[src/rtl/vap_pkg.sv]
`timescale 1ns / 1ps
package vap_pkg;

	// Default sizing
	localparam int VOICES_DEF = 16;
	localparam int OWNERS_DEF = 64;

	// Fixed field widths
	localparam int OP_W    = 2;
	localparam int OWNER_W = 6;
	localparam int DUR_W   = 16;
	localparam int MASK_W  = 16;
	localparam int ACT_W   = 2;
	localparam int VOICE_W = 4;
	localparam int REM_W   = 18;
	localparam int OWNER_SPAN = 64;

	// Operation codes
	localparam logic [OP_W-1:0] OP_PLAY = 2'd0;
	localparam logic [OP_W-1:0] OP_REL  = 2'd1;
	localparam logic [OP_W-1:0] OP_TICK = 2'd2;

	// Action codes
	localparam logic [ACT_W-1:0] ACT_START = 2'd0;
	localparam logic [ACT_W-1:0] ACT_STOP  = 2'd1;
	localparam logic [ACT_W-1:0] ACT_FREED = 2'd2;
	localparam logic [ACT_W-1:0] ACT_NONE  = 2'd3;

	// Remaining time floor
	localparam logic signed [REM_W:0] REM_MIN = -19'sd131072;

	// Per-field write enables of the voice record memory
	typedef struct packed {
		logic onext;
		logic oprev;
		logic anext;
		logic aprev;
		logic oid;
		logic rem;
	} vmask_t;

endpackage

[src/rtl/vap_vmem.sv]
`timescale 1ns / 1ps
module vap_vmem import vap_pkg::*; #(
	parameter int VOICES = VOICES_DEF
) (
	input  logic clk,
	input  logic arst_n,
	input  logic ren,
	input  logic [$clog2(VOICES)-1:0] raddr,
	output logic [$clog2(VOICES+1)-1:0] rd_onext,
	output logic [$clog2(VOICES+1)-1:0] rd_oprev,
	output logic [$clog2(VOICES+1)-1:0] rd_anext,
	output logic [$clog2(VOICES+1)-1:0] rd_aprev,
	output logic [OWNER_W-1:0] rd_oid,
	output logic signed [REM_W-1:0] rd_rem,
	input  logic we,
	input  logic [$clog2(VOICES)-1:0] waddr,
	input  vmask_t wmask,
	input  logic [$clog2(VOICES+1)-1:0] wd_onext,
	input  logic [$clog2(VOICES+1)-1:0] wd_oprev,
	input  logic [$clog2(VOICES+1)-1:0] wd_anext,
	input  logic [$clog2(VOICES+1)-1:0] wd_aprev,
	input  logic [OWNER_W-1:0] wd_oid,
	input  logic signed [REM_W-1:0] wd_rem
);
	localparam int VW = $clog2(VOICES+1);
	localparam logic [VW-1:0] NIL = VW'(VOICES);

	logic [VW-1:0] onext_m [VOICES];
	logic [VW-1:0] oprev_m [VOICES];
	logic [VW-1:0] anext_m [VOICES];
	logic [VW-1:0] aprev_m [VOICES];
	logic [OWNER_W-1:0] oid_m [VOICES];
	logic signed [REM_W-1:0] rem_m [VOICES];
	logic [VOICES-1:0] valid_q;

	// Entry written once means its stored record is live
	always_ff @(posedge clk or negedge arst_n) begin
		if (!arst_n) begin
			valid_q <= '0;
		end else if (we) begin
			valid_q[waddr] <= 1'b1;
		end
	end

	// Field writes; first write to an entry fills unmasked fields with reset values
	always_ff @(posedge clk) begin
		if (we) begin
			if (wmask.onext) onext_m[waddr] <= wd_onext;
			else if (!valid_q[waddr]) onext_m[waddr] <= VW'(waddr) + VW'(1);
			if (wmask.oprev) oprev_m[waddr] <= wd_oprev;
			else if (!valid_q[waddr]) oprev_m[waddr] <= NIL;
			if (wmask.anext) anext_m[waddr] <= wd_anext;
			else if (!valid_q[waddr]) anext_m[waddr] <= NIL;
			if (wmask.aprev) aprev_m[waddr] <= wd_aprev;
			else if (!valid_q[waddr]) aprev_m[waddr] <= NIL;
			if (wmask.oid) oid_m[waddr] <= wd_oid;
			else if (!valid_q[waddr]) oid_m[waddr] <= '0;
			if (wmask.rem) rem_m[waddr] <= wd_rem;
			else if (!valid_q[waddr]) rem_m[waddr] <= '0;
		end
	end

	// Registered read
	always_ff @(posedge clk) begin
		if (ren) begin
			if (valid_q[raddr]) begin
				rd_onext <= onext_m[raddr];
				rd_oprev <= oprev_m[raddr];
				rd_anext <= anext_m[raddr];
				rd_aprev <= aprev_m[raddr];
				rd_oid   <= oid_m[raddr];
				rd_rem   <= rem_m[raddr];
			end else begin
				rd_onext <= VW'(raddr) + VW'(1);
				rd_oprev <= NIL;
				rd_anext <= NIL;
				rd_aprev <= NIL;
				rd_oid   <= '0;
				rd_rem   <= '0;
			end
		end
	end

endmodule

[src/rtl/vap_hmem.sv]
`timescale 1ns / 1ps
module vap_hmem import vap_pkg::*; #(
	parameter int VOICES = VOICES_DEF,
	parameter int HEADS  = OWNERS_DEF
) (
	input  logic clk,
	input  logic arst_n,
	input  logic ren,
	input  logic [(HEADS > 1 ? $clog2(HEADS) : 1)-1:0] raddr,
	output logic [$clog2(VOICES+1)-1:0] rdata,
	input  logic we,
	input  logic [(HEADS > 1 ? $clog2(HEADS) : 1)-1:0] waddr,
	input  logic [$clog2(VOICES+1)-1:0] wdata
);
	localparam int VW = $clog2(VOICES+1);

	logic [VW-1:0] head_m [HEADS];
	logic [HEADS-1:0] valid_q;

	// Unwritten heads read as an empty list
	always_ff @(posedge clk or negedge arst_n) begin
		if (!arst_n) begin
			valid_q <= '0;
		end else if (we) begin
			valid_q[waddr] <= 1'b1;
		end
	end

	always_ff @(posedge clk) begin
		if (we) head_m[waddr] <= wdata;
	end

	always_ff @(posedge clk) begin
		if (ren) rdata <= valid_q[raddr] ? head_m[raddr] : VW'(VOICES);
	end

endmodule

[src/rtl/voice_allocator_lru_steal.sv]
`timescale 1ns / 1ps
// Voice pool allocator with oldest-voice stealing. One transaction is taken at a time;
// in_ready is high only while the sequencer is idle. Per-voice links, owner id and
// remaining time live in a single-port-read voice memory, owner list heads in a second
// memory, both with registered reads, so every pointer hop waits for a read.
// Play steals the oldest voice when none is free. Release frees the owner's voices one
// by one. Tick visits every voice in order and frees each stopped one whose time went below zero.
// Results leave through an output register and a one-deep pending stage, so the final
// result can carry last; the sequencer stalls when both are full, and in its final step
// whenever the output register is full.
// No clearing pass is needed after reset: valid bits give the reset contents.
module voice_allocator_lru_steal import vap_pkg::*; #(
	parameter int VOICES = VOICES_DEF,
	parameter int OWNERS = OWNERS_DEF
) (
	input  logic clk,
	input  logic arst_n,
	input  logic in_valid,
	output logic in_ready,
	input  logic [OP_W-1:0] op,
	input  logic [OWNER_W-1:0] owner,
	input  logic [DUR_W-1:0] duration,
	input  logic [DUR_W-1:0] elapsed,
	input  logic [MASK_W-1:0] stopped_mask,
	output logic out_valid,
	input  logic out_ready,
	output logic [ACT_W-1:0] action,
	output logic [VOICE_W-1:0] voice,
	output logic [OWNER_W-1:0] voice_owner,
	output logic last
);
	localparam int IW = $clog2(VOICES);
	localparam int VW = $clog2(VOICES+1);
	localparam int HEADS = OWNERS < OWNER_SPAN ? OWNERS : OWNER_SPAN;
	localparam int HW = HEADS > 1 ? $clog2(HEADS) : 1;
	localparam logic [VW-1:0] NIL = VW'(VOICES);

	localparam logic [4:0] S_IDLE = 5'd0;
	localparam logic [4:0] S_PF   = 5'd1;
	localparam logic [4:0] S_ST1  = 5'd2;
	localparam logic [4:0] S_ST2  = 5'd3;
	localparam logic [4:0] S_ST3  = 5'd4;
	localparam logic [4:0] S_PHRQ = 5'd5;
	localparam logic [4:0] S_PL1  = 5'd6;
	localparam logic [4:0] S_PL2  = 5'd7;
	localparam logic [4:0] S_PL3  = 5'd8;
	localparam logic [4:0] S_RH   = 5'd9;
	localparam logic [4:0] S_RRD  = 5'd10;
	localparam logic [4:0] S_RA   = 5'd11;
	localparam logic [4:0] S_TRD  = 5'd12;
	localparam logic [4:0] S_TA   = 5'd13;
	localparam logic [4:0] S_TU1  = 5'd14;
	localparam logic [4:0] S_TU2  = 5'd15;
	localparam logic [4:0] S_AG1  = 5'd16;
	localparam logic [4:0] S_AG2  = 5'd17;
	localparam logic [4:0] S_FRV  = 5'd18;
	localparam logic [4:0] S_FIN  = 5'd19;

	logic [4:0] state_q;
	logic [OP_W-1:0] op_q;
	logic [OWNER_W-1:0] own_q;
	logic [DUR_W-1:0] dur_q, el_q;
	logic [MASK_W-1:0] mask_q;
	logic [VW-1:0] free_head_q, oldest_q, newest_q;
	logic [VOICES-1:0] active_q;
	logic [VW-1:0] v_q, nx_q, po_q, na_q, pa_q, h_q;
	logic [OWNER_W-1:0] oid_q;
	logic [VW-1:0] guard_q;

	// Output register and one pending result
	logic out_valid_q, last_q;
	logic [ACT_W-1:0] act_q;
	logic [VOICE_W-1:0] voice_q;
	logic [OWNER_W-1:0] vown_q;
	logic pend_v_q;
	logic [ACT_W-1:0] pend_act_q;
	logic [VOICE_W-1:0] pend_voice_q;
	logic [OWNER_W-1:0] pend_own_q;

	// Memory ports
	logic v_ren, v_we, h_ren, h_we;
	logic [IW-1:0] v_raddr, v_waddr;
	vmask_t v_wmask;
	logic [VW-1:0] wd_onext, wd_oprev, wd_anext, wd_aprev;
	logic [OWNER_W-1:0] wd_oid;
	logic signed [REM_W-1:0] wd_rem;
	logic [VW-1:0] rd_onext, rd_oprev, rd_anext, rd_aprev;
	logic [OWNER_W-1:0] rd_oid;
	logic signed [REM_W-1:0] rd_rem;
	logic [HW-1:0] h_raddr, h_waddr;
	logic [VW-1:0] h_rdata, h_wdata;

	logic in_acc, oid_ok, out_free, gen_en, go, stopped;
	logic [ACT_W-1:0] gen_act;
	logic [VW-1:0] gen_voice;
	logic [OWNER_W-1:0] gen_own;
	logic signed [REM_W:0] diff;
	logic signed [REM_W-1:0] rem_new;

	assign in_ready = (state_q == S_IDLE);
	assign in_acc = in_valid && in_ready;
	assign oid_ok = (32'(oid_q) < OWNERS);
	assign out_free = !out_valid_q || out_ready;
	assign go = (state_q == S_FIN) ? out_free : (!gen_en || !pend_v_q || out_free);

	assign out_valid = out_valid_q;
	assign action = act_q;
	assign voice = voice_q;
	assign voice_owner = vown_q;
	assign last = last_q;

	// Tick arithmetic on the record just read
	assign diff = {rd_rem[REM_W-1], rd_rem} - $signed({3'b000, el_q});
	assign rem_new = (diff < REM_MIN) ? REM_MIN[REM_W-1:0] : diff[REM_W-1:0];
	assign stopped = (32'(v_q) < MASK_W) && mask_q[4'(v_q)];

	// Memory port and result control per sequencer step
	always_comb begin
		v_ren = 1'b0; v_raddr = IW'(v_q);
		v_we = 1'b0; v_waddr = IW'(v_q); v_wmask = '0;
		wd_onext = nx_q; wd_oprev = po_q; wd_anext = na_q; wd_aprev = pa_q;
		wd_oid = own_q; wd_rem = rem_new;
		h_ren = 1'b0; h_raddr = HW'(own_q);
		h_we = 1'b0; h_waddr = HW'(own_q); h_wdata = NIL;
		gen_en = 1'b0; gen_act = ACT_STOP; gen_voice = v_q; gen_own = oid_q;
		unique case (state_q)
			S_IDLE: begin
				v_ren = in_acc;
				v_raddr = (free_head_q < NIL) ? IW'(free_head_q) : IW'(oldest_q);
				h_ren = in_acc;
				h_raddr = HW'(owner);
			end
			S_ST1: begin
				if (rd_anext < NIL) begin
					v_we = 1'b1; v_waddr = IW'(rd_anext); v_wmask.aprev = 1'b1; wd_aprev = NIL;
				end
			end
			S_ST2, S_TU1: begin
				if (po_q >= NIL) begin
					h_we = oid_ok; h_waddr = HW'(oid_q); h_wdata = nx_q;
				end else begin
					v_we = 1'b1; v_waddr = IW'(po_q); v_wmask.onext = 1'b1;
				end
			end
			S_ST3: begin
				gen_en = 1'b1;
				if (nx_q < NIL) begin
					v_we = go; v_waddr = IW'(nx_q); v_wmask.oprev = 1'b1;
				end
			end
			S_PHRQ: h_ren = 1'b1;
			S_PL1: begin
				v_we = 1'b1; v_wmask = '1;
				wd_onext = h_rdata; wd_oprev = NIL; wd_anext = NIL; wd_aprev = newest_q;
				wd_rem = $signed({2'b00, dur_q});
				h_we = 1'b1; h_wdata = v_q;
			end
			S_PL2: begin
				if (h_q < NIL) begin
					v_we = 1'b1; v_waddr = IW'(h_q); v_wmask.oprev = 1'b1; wd_oprev = v_q;
				end
			end
			S_PL3: begin
				gen_en = 1'b1; gen_act = ACT_START; gen_own = own_q;
				if (newest_q < NIL) begin
					v_we = go; v_waddr = IW'(newest_q); v_wmask.anext = 1'b1; wd_anext = v_q;
				end
			end
			S_RRD: begin
				if (v_q < NIL && 32'(guard_q) < VOICES) v_ren = 1'b1;
				else h_we = 1'b1;
			end
			S_TRD: v_ren = (v_q < NIL) && active_q[IW'(v_q)];
			S_TA: begin
				v_we = 1'b1; v_wmask.rem = 1'b1;
			end
			S_TU2: begin
				if (nx_q < NIL) begin
					v_we = 1'b1; v_waddr = IW'(nx_q); v_wmask.oprev = 1'b1;
				end
			end
			S_AG1: begin
				if (oldest_q != v_q && pa_q < NIL) begin
					v_we = 1'b1; v_waddr = IW'(pa_q); v_wmask.anext = 1'b1;
				end
			end
			S_AG2: begin
				if (newest_q != v_q && na_q < NIL) begin
					v_we = 1'b1; v_waddr = IW'(na_q); v_wmask.aprev = 1'b1;
				end
			end
			S_FRV: begin
				gen_en = 1'b1;
				gen_act = (op_q == OP_TICK) ? ACT_FREED : ACT_STOP;
				v_we = go; v_wmask.onext = 1'b1; wd_onext = free_head_q;
			end
			default: begin
			end
		endcase
	end

	// Sequencer
	always_ff @(posedge clk or negedge arst_n) begin
		if (!arst_n) begin
			state_q <= S_IDLE;
			free_head_q <= '0;
			oldest_q <= NIL;
			newest_q <= NIL;
			active_q <= '0;
			out_valid_q <= 1'b0;
			pend_v_q <= 1'b0;
		end else begin
			if (out_ready) out_valid_q <= 1'b0;
			if (gen_en && go) begin
				if (pend_v_q) begin
					out_valid_q <= 1'b1;
					act_q <= pend_act_q; voice_q <= pend_voice_q;
					vown_q <= pend_own_q; last_q <= 1'b0;
				end
				pend_v_q <= 1'b1;
				pend_act_q <= gen_act;
				pend_voice_q <= VOICE_W'(gen_voice);
				pend_own_q <= gen_own;
			end
			unique case (state_q)
				S_IDLE: begin
					if (in_acc) begin
						op_q <= op; own_q <= owner; dur_q <= duration;
						el_q <= elapsed; mask_q <= stopped_mask;
						if (op == OP_PLAY && 32'(owner) < OWNERS) begin
							if (free_head_q < NIL) begin
								v_q <= free_head_q; state_q <= S_PF;
							end else if (oldest_q < NIL) begin
								v_q <= oldest_q; state_q <= S_ST1;
							end else begin
								state_q <= S_FIN;
							end
						end else if (op == OP_REL && 32'(owner) < OWNERS) begin
							state_q <= S_RH;
						end else if (op == OP_TICK) begin
							v_q <= '0; state_q <= S_TRD;
						end else begin
							state_q <= S_FIN;
						end
					end
				end
				S_PF: begin
					free_head_q <= rd_onext;
					active_q[IW'(v_q)] <= 1'b1;
					state_q <= S_PHRQ;
				end
				S_ST1: begin
					nx_q <= rd_onext; po_q <= rd_oprev; oid_q <= rd_oid;
					oldest_q <= rd_anext;
					if (rd_anext >= NIL) newest_q <= NIL;
					state_q <= S_ST2;
				end
				S_ST2: state_q <= S_ST3;
				S_ST3: if (go) state_q <= S_PHRQ;
				S_PHRQ: state_q <= S_PL1;
				S_PL1: begin
					h_q <= h_rdata;
					state_q <= S_PL2;
				end
				S_PL2: state_q <= S_PL3;
				S_PL3: begin
					if (go) begin
						if (newest_q >= NIL) oldest_q <= v_q;
						newest_q <= v_q;
						state_q <= S_FIN;
					end
				end
				S_RH: begin
					v_q <= h_rdata; guard_q <= '0;
					state_q <= S_RRD;
				end
				S_RRD: state_q <= v_ren ? S_RA : S_FIN;
				S_RA: begin
					nx_q <= rd_onext; pa_q <= rd_aprev; na_q <= rd_anext; oid_q <= rd_oid;
					state_q <= S_AG1;
				end
				S_TRD: begin
					if (v_q >= NIL) state_q <= S_FIN;
					else if (v_ren) state_q <= S_TA;
					else v_q <= v_q + VW'(1);
				end
				S_TA: begin
					nx_q <= rd_onext; po_q <= rd_oprev; na_q <= rd_anext;
					pa_q <= rd_aprev; oid_q <= rd_oid;
					if (rem_new[REM_W-1] && stopped) begin
						state_q <= S_TU1;
					end else begin
						v_q <= v_q + VW'(1); state_q <= S_TRD;
					end
				end
				S_TU1: state_q <= S_TU2;
				S_TU2: state_q <= S_AG1;
				S_AG1: begin
					if (oldest_q == v_q) oldest_q <= na_q;
					state_q <= S_AG2;
				end
				S_AG2: begin
					if (newest_q == v_q) newest_q <= pa_q;
					state_q <= S_FRV;
				end
				S_FRV: begin
					if (go) begin
						active_q[IW'(v_q)] <= 1'b0;
						free_head_q <= v_q;
						if (op_q == OP_TICK) begin
							v_q <= v_q + VW'(1); state_q <= S_TRD;
						end else begin
							v_q <= nx_q; guard_q <= guard_q + VW'(1); state_q <= S_RRD;
						end
					end
				end
				S_FIN: begin
					if (out_free) begin
						out_valid_q <= 1'b1;
						last_q <= 1'b1;
						act_q <= pend_v_q ? pend_act_q : ACT_NONE;
						voice_q <= pend_v_q ? pend_voice_q : '0;
						vown_q <= pend_v_q ? pend_own_q : '0;
						pend_v_q <= 1'b0;
						state_q <= S_IDLE;
					end
				end
				default: state_q <= S_IDLE;
			endcase
		end
	end

	vap_vmem #(.VOICES(VOICES)) u_vmem (
		.clk(clk), .arst_n(arst_n),
		.ren(v_ren), .raddr(v_raddr),
		.rd_onext(rd_onext), .rd_oprev(rd_oprev), .rd_anext(rd_anext),
		.rd_aprev(rd_aprev), .rd_oid(rd_oid), .rd_rem(rd_rem),
		.we(v_we), .waddr(v_waddr), .wmask(v_wmask),
		.wd_onext(wd_onext), .wd_oprev(wd_oprev), .wd_anext(wd_anext),
		.wd_aprev(wd_aprev), .wd_oid(wd_oid), .wd_rem(wd_rem)
	);

	vap_hmem #(.VOICES(VOICES), .HEADS(HEADS)) u_hmem (
		.clk(clk), .arst_n(arst_n),
		.ren(h_ren), .raddr(h_raddr), .rdata(h_rdata),
		.we(h_we), .waddr(h_waddr), .wdata(h_wdata)
	);

	// Reads are only issued in steps that write nothing to the voice memory
	a_no_rw: assert property (@(posedge clk) disable iff (!arst_n) !(v_ren && v_we))
		else $error("voice memory read and write in one cycle");

	// Pending result is drained before a new transaction is taken
	a_pend_idle: assert property (@(posedge clk) disable iff (!arst_n)
		(state_q == S_IDLE) |-> !pend_v_q)
		else $error("pending result left at idle");

	// Pending result only clears in the final step
	a_pend_fin: assert property (@(posedge clk) disable iff (!arst_n)
		$fell(pend_v_q) |-> $past(state_q) == S_FIN)
		else $error("pending result dropped");

	// Every transaction ends with a last result
	a_fin_last: assert property (@(posedge clk) disable iff (!arst_n)
		(state_q == S_FIN && out_free) |=> (out_valid_q && last_q))
		else $error("final result missing");

endmodule
[config.mk]
export PLATFORM = sky130hd
export DESIGN_NAME = voice_allocator_lru_steal
export DESIGN_NICKNAME = d
export VERILOG_FILES = /design/src/rtl/vap_pkg.sv /design/src/rtl/vap_vmem.sv /design/src/rtl/vap_hmem.sv /design/src/rtl/voice_allocator_lru_steal.sv
export SDC_FILE = /design/constraint.sdc
export NUM_CORES = 2
export LEC_CHECK = 0
export BUFFER_PORTS_ARGS = -buffer_cell sky130_fd_sc_hd__buf_2
export CAP_MARGIN = 20
export CELL_PAD_IN_SITES_DETAIL_PLACEMENT = 1
export CELL_PAD_IN_SITES_GLOBAL_PLACEMENT = 2
export CORE_MARGIN = 5
export CORE_UTILIZATION = 40
export DETAILED_ROUTE_END_ITERATION = 6
export GPL_ROUTABILITY_DRIVEN = 1
export MAX_ROUTING_LAYER = met4
export PLACE_DENSITY = 0.65
export SLEW_MARGIN = 40
export SYNTH_ARGS = -nofsm -noshare
export SYNTH_HDL_FRONTEND = slang
export SYNTH_SLANG_ARGS = --single-unit
[constraint.sdc]
create_clock -name clk -period 5.9 [get_ports clk]
set_clock_uncertainty 0.2 [all_clocks]
set_input_delay 1.475 -clock clk [delete_from_list [all_inputs] [get_ports clk]]
set_output_delay 1.475 -clock clk [all_outputs]
set_load 0.01 [all_outputs]
==> summary.txt <==
Final layout
  – FF/Latch Area: about 39000 um^2
  – Area grow syn2layout: 14.4%
  – Fin util: 0.461
  – Multi-input gate area: 15100 um^2
  – Commonest cells after routing, fill and taps aside: edfxtp_1 (1195), nand2_1 (524), mux4_2 (190)
  – Filler cells: between 10k and 15k
  – Layout cells sized above 1: 0.203
  – Final net count: ~3.8k
  – Commonest non-fill, non-tap cell in the layout: edfxtp_1

Timing
  – Tmin final: 5.39 ns
  – Final Hold Viols: 0
  – Relative slew slack: 0.395
  – Achievable frequency: between 150 and 200 MHz
  – Count of pins over their slew limit: 0
  – Setup TNS: 0 ns
  – RSZ-0062 raised after global routing: false
  – Slew at the pin closest to its max-slew limit: ~0.90 ns
  – Final Hold Slack: approximately 0.21 ns
  – Final setup viols: 0
  – Final Cycle Share: 0.914

Critical path
  – Crit-path max FO: 24
  – Worst reg-to-reg setup slack: between 0.5 and 0.6 ns
  – Crit path launch type: flip-flop
  – Crit-path cells: nor2b_1 -> nand2_1 -> o31ai_2 -> o211a_1 -> nand2_1 -> a2111o_1 -> a211oi_1 -> a311oi_1 -> or3_1 -> a211oi_4 -> buf_4 -> nor2_1
  – CP endpoint kind: flip-flop
  – Worst path required time: 6.14 ns
  – Most used cell, CP: nand2_1
  – WS Path Type: reg -> reg
  – Buf/Inv on CP: 1
  – CP arrival: between 5 and 6 ns
  – R2r startpoint: state_q[4]
  – Reg2reg end: u_vmem.rem_m[6][2]
  – Delay-heaviest family, CP: compound AO/OA/AOI/OAI gates
  – CP max stage delay: just under 0.9 ns
  – Worst R2R Path Depth: 12
  – Max stage delay cell, worst path: dfrtp_1

Clocking
  – CTS max path bufs: 3
  – CTS tree: done
  – Later-pin clock latency in the skew report: roughly 0.77 ns
  – Clock Tree Root: clkbuf_16
  – Post-CTS sizing: 0
  – # H-tree levels: 4
  – CTS Hold Bufs: 0
  – Post CTS Setup Buffer Count: 0
  – Sink Count: 1313
  – Register clock-pin slew on the reported worst setup and hold paths: about 0.06 ns
  – CTS Buf Count: roughly 140

Logic synthesis
  – Top_reg_cell synth: edfxtp_1
  – Synthesized flop and latch total: approximately 1.3k
  – Yosys warns: 0
  – Top-area cell type share of the netlist area: 0.656
  – Ranking of synthesized cells by area: edfxtp_1 (66%), mux4_2 (7.8%), dfrtp_1 (5.3%)
  – Post-synthesis async set-or-reset flop share: 0.0899
  – Post-Syn Area: about 55000 um^2
  – Post-synth EDFFs: 1195
  – Synth Area per Inst: between 15 and 20 um^2
  – Largest area contributor in the netlist: edfxtp_1
  – Sequential share of the synthesized area: 0.710
  – Syn nets: 3691
  – Post-synth cell types: 81
  – Mapped Cells: between 3k and 4k

Placed design
  – Final GP Congestion: slightly below 0.9
  – DPL Wire Length: about 100 mm
  – Port bufs: 74

Min path
  – Hold Crit Endpoint: oid_q[2]
  – Number of stages on the worst hold path: 0
  – Hold path start: u_vmem.rd_oid[2]
  – Min-delay worst type: reg -> reg

Global routing
  – Total grt overflow: 0
  – First-pass GRT wire length: around 230 mm
  – Vias in the first global route: roughly 34k
  – Pin count of the biggest net entering global routing: 82
  – Initial antenna violation count: 2
  – GRT Total Usage: 0.220

Die
  – Full die area: between 100000 and 150000 um^2
  – Initial Util: 0.403
  – Io pins: 75
  – Die Width: 380 um
  – Die Height: approximately 380 um
  – Row count: between 100 and 150
  – Core Footprint: between 100000 and 150000 um^2

Routing
  – DRC errors left: 0
  – Routed wire per std cell: between 20 and 30 um
  – First-pass iteration count of the detailed router: 5
  – Via count: approximately 32k
  – DR vias/cell: around 5.7
  – WL final: between 150 and 200 mm
  – Final antenna-violating net count: 0
  – Number of DRC markers in iteration 0: 2513

Run status
  – Status: complete, no violations

Flow run
  – Max_cap viols: 0

Power
  – Pwr Density: 530 nW/um^2
  – Peak VDD IR: a little under 0.6 mV
  – Leak: between 20 and 25 nW
-- where the power goes --
group	leakage [nW]	switching (W)	internal, W
clock network	2.22	0.00372	0.00502
registers	12.3	0.000533	0.0125
logic	6.89	0.00749	0.00393
total	21.5	0.0117	0.0215
-- synthesized netlist by cell type (all sizes together) (30+ instances only) --
| library cell | count |
|---|---|
| a31oi | 47 |
| ha | 30 |
| nor2 | 197 |
| buf | 86 |
| inv | 50 |
| nor2b | 53 |
| a22oi | 35 |
| mux2i | 64 |
| a311oi | 71 |
| and3 | 53 |
| nand3 | 138 |
| mux4 | 190 |
| clkbuf | 133 |
| dfrtp | 116 |
| edfxtp | 1195 |
| a21oi | 148 |
| o21ai | 40 |
| a211oi | 111 |
| nand2 | 525 |
| or2 | 74 |
-- metrics by stage --
stage | total power (W) | setup WS (ns) | instance area (um^2) | cells
after floorplan | 0.0203 | 1.15 | 54700 | 3600
after global placement | 0.0243 | 0.727 | 57800 | 5363
after detailed placement | 0.0248 | 0.632 | 57900 | 5371
after CTS | 0.0336 | 0.642 | 62500 | 5638
after global routing | 0.0349 | 0.273 | 62600 | 5639
final | 0.0332 | 0.505 | 62600 | 5640
-- cell type report --
cell class                      count  share of cell area
Sequential cell                  1313               0.620
Multi-Input combinational cell   2017               0.242
Clock buffer                      190              0.0626
Tap cell                         1781              0.0356
Timing Repair Buffer              210              0.0262
Clock inverter                     77              0.0107
Inverter                           51             0.00326
Antenna cell                        1           0.0000400
-- cell families after synthesis --
| logic type | count (synthesis) | share of synthesized area |
|---|---|---|
| xor+xnor | 34 | 0.00544 |
| mux | 269 | 0.0930 |
| flops | 1313 | 0.710 |
| fa+ha+maj | 31 | 0.00722 |
| buf+inv | 270 | 0.0205 |
| simple gates | 1142 | 0.0952 |
| compound gates | 541 | 0.0691 |
-- worst max-delay path by stage --
| stage | start | to | slack, ns | depth (start not counted) |
|---|---|---|---|---|
| after floorplan | state_q[2] | u_hmem.head_m[0][4] | 1.15 | 7 |
| after global placement | state_q[4] | u_vmem.rem_m[0][17] | 0.73 | 11 |
| after detailed placement | state_q[4] | u_vmem.rem_m[6][9] | 0.63 | 12 |
| after CTS | state_q[4] | u_vmem.rem_m[6][9] | 0.64 | 12 |
| after global routing | state_q[4] | u_vmem.rem_m[11][2] | 0.27 | 12 |
| final | state_q[4] | u_vmem.rem_m[6][2] | 0.51 | 12 |
-- per-layer routing --
metal,wire length [um],up-vias,global-route usage,share of wire
li1,-,14200,-,-
met3,6430,196,0.0318,0.041
met5,0,-,-,0
met4,3190,0,0.0515,0.020
met2,76900,747,0.359,0.49
met1,69200,17100,0.295,0.44
-- state kept, by name, summed over array words and instances (netlist names), 18 cells and up, named ones only --
register / count
u_vmem.aprev_m: 80
u_vmem.oprev_m: 80
u_vmem.onext_m: 80
u_hmem.head_m: 320
u_vmem.anext_m: 80
u_vmem.oid_m: 96
u_vmem.rd_rem: 18
u_hmem.valid_q: 64
u_vmem.rem_m: 288
(Power assumes the default switching activity.)
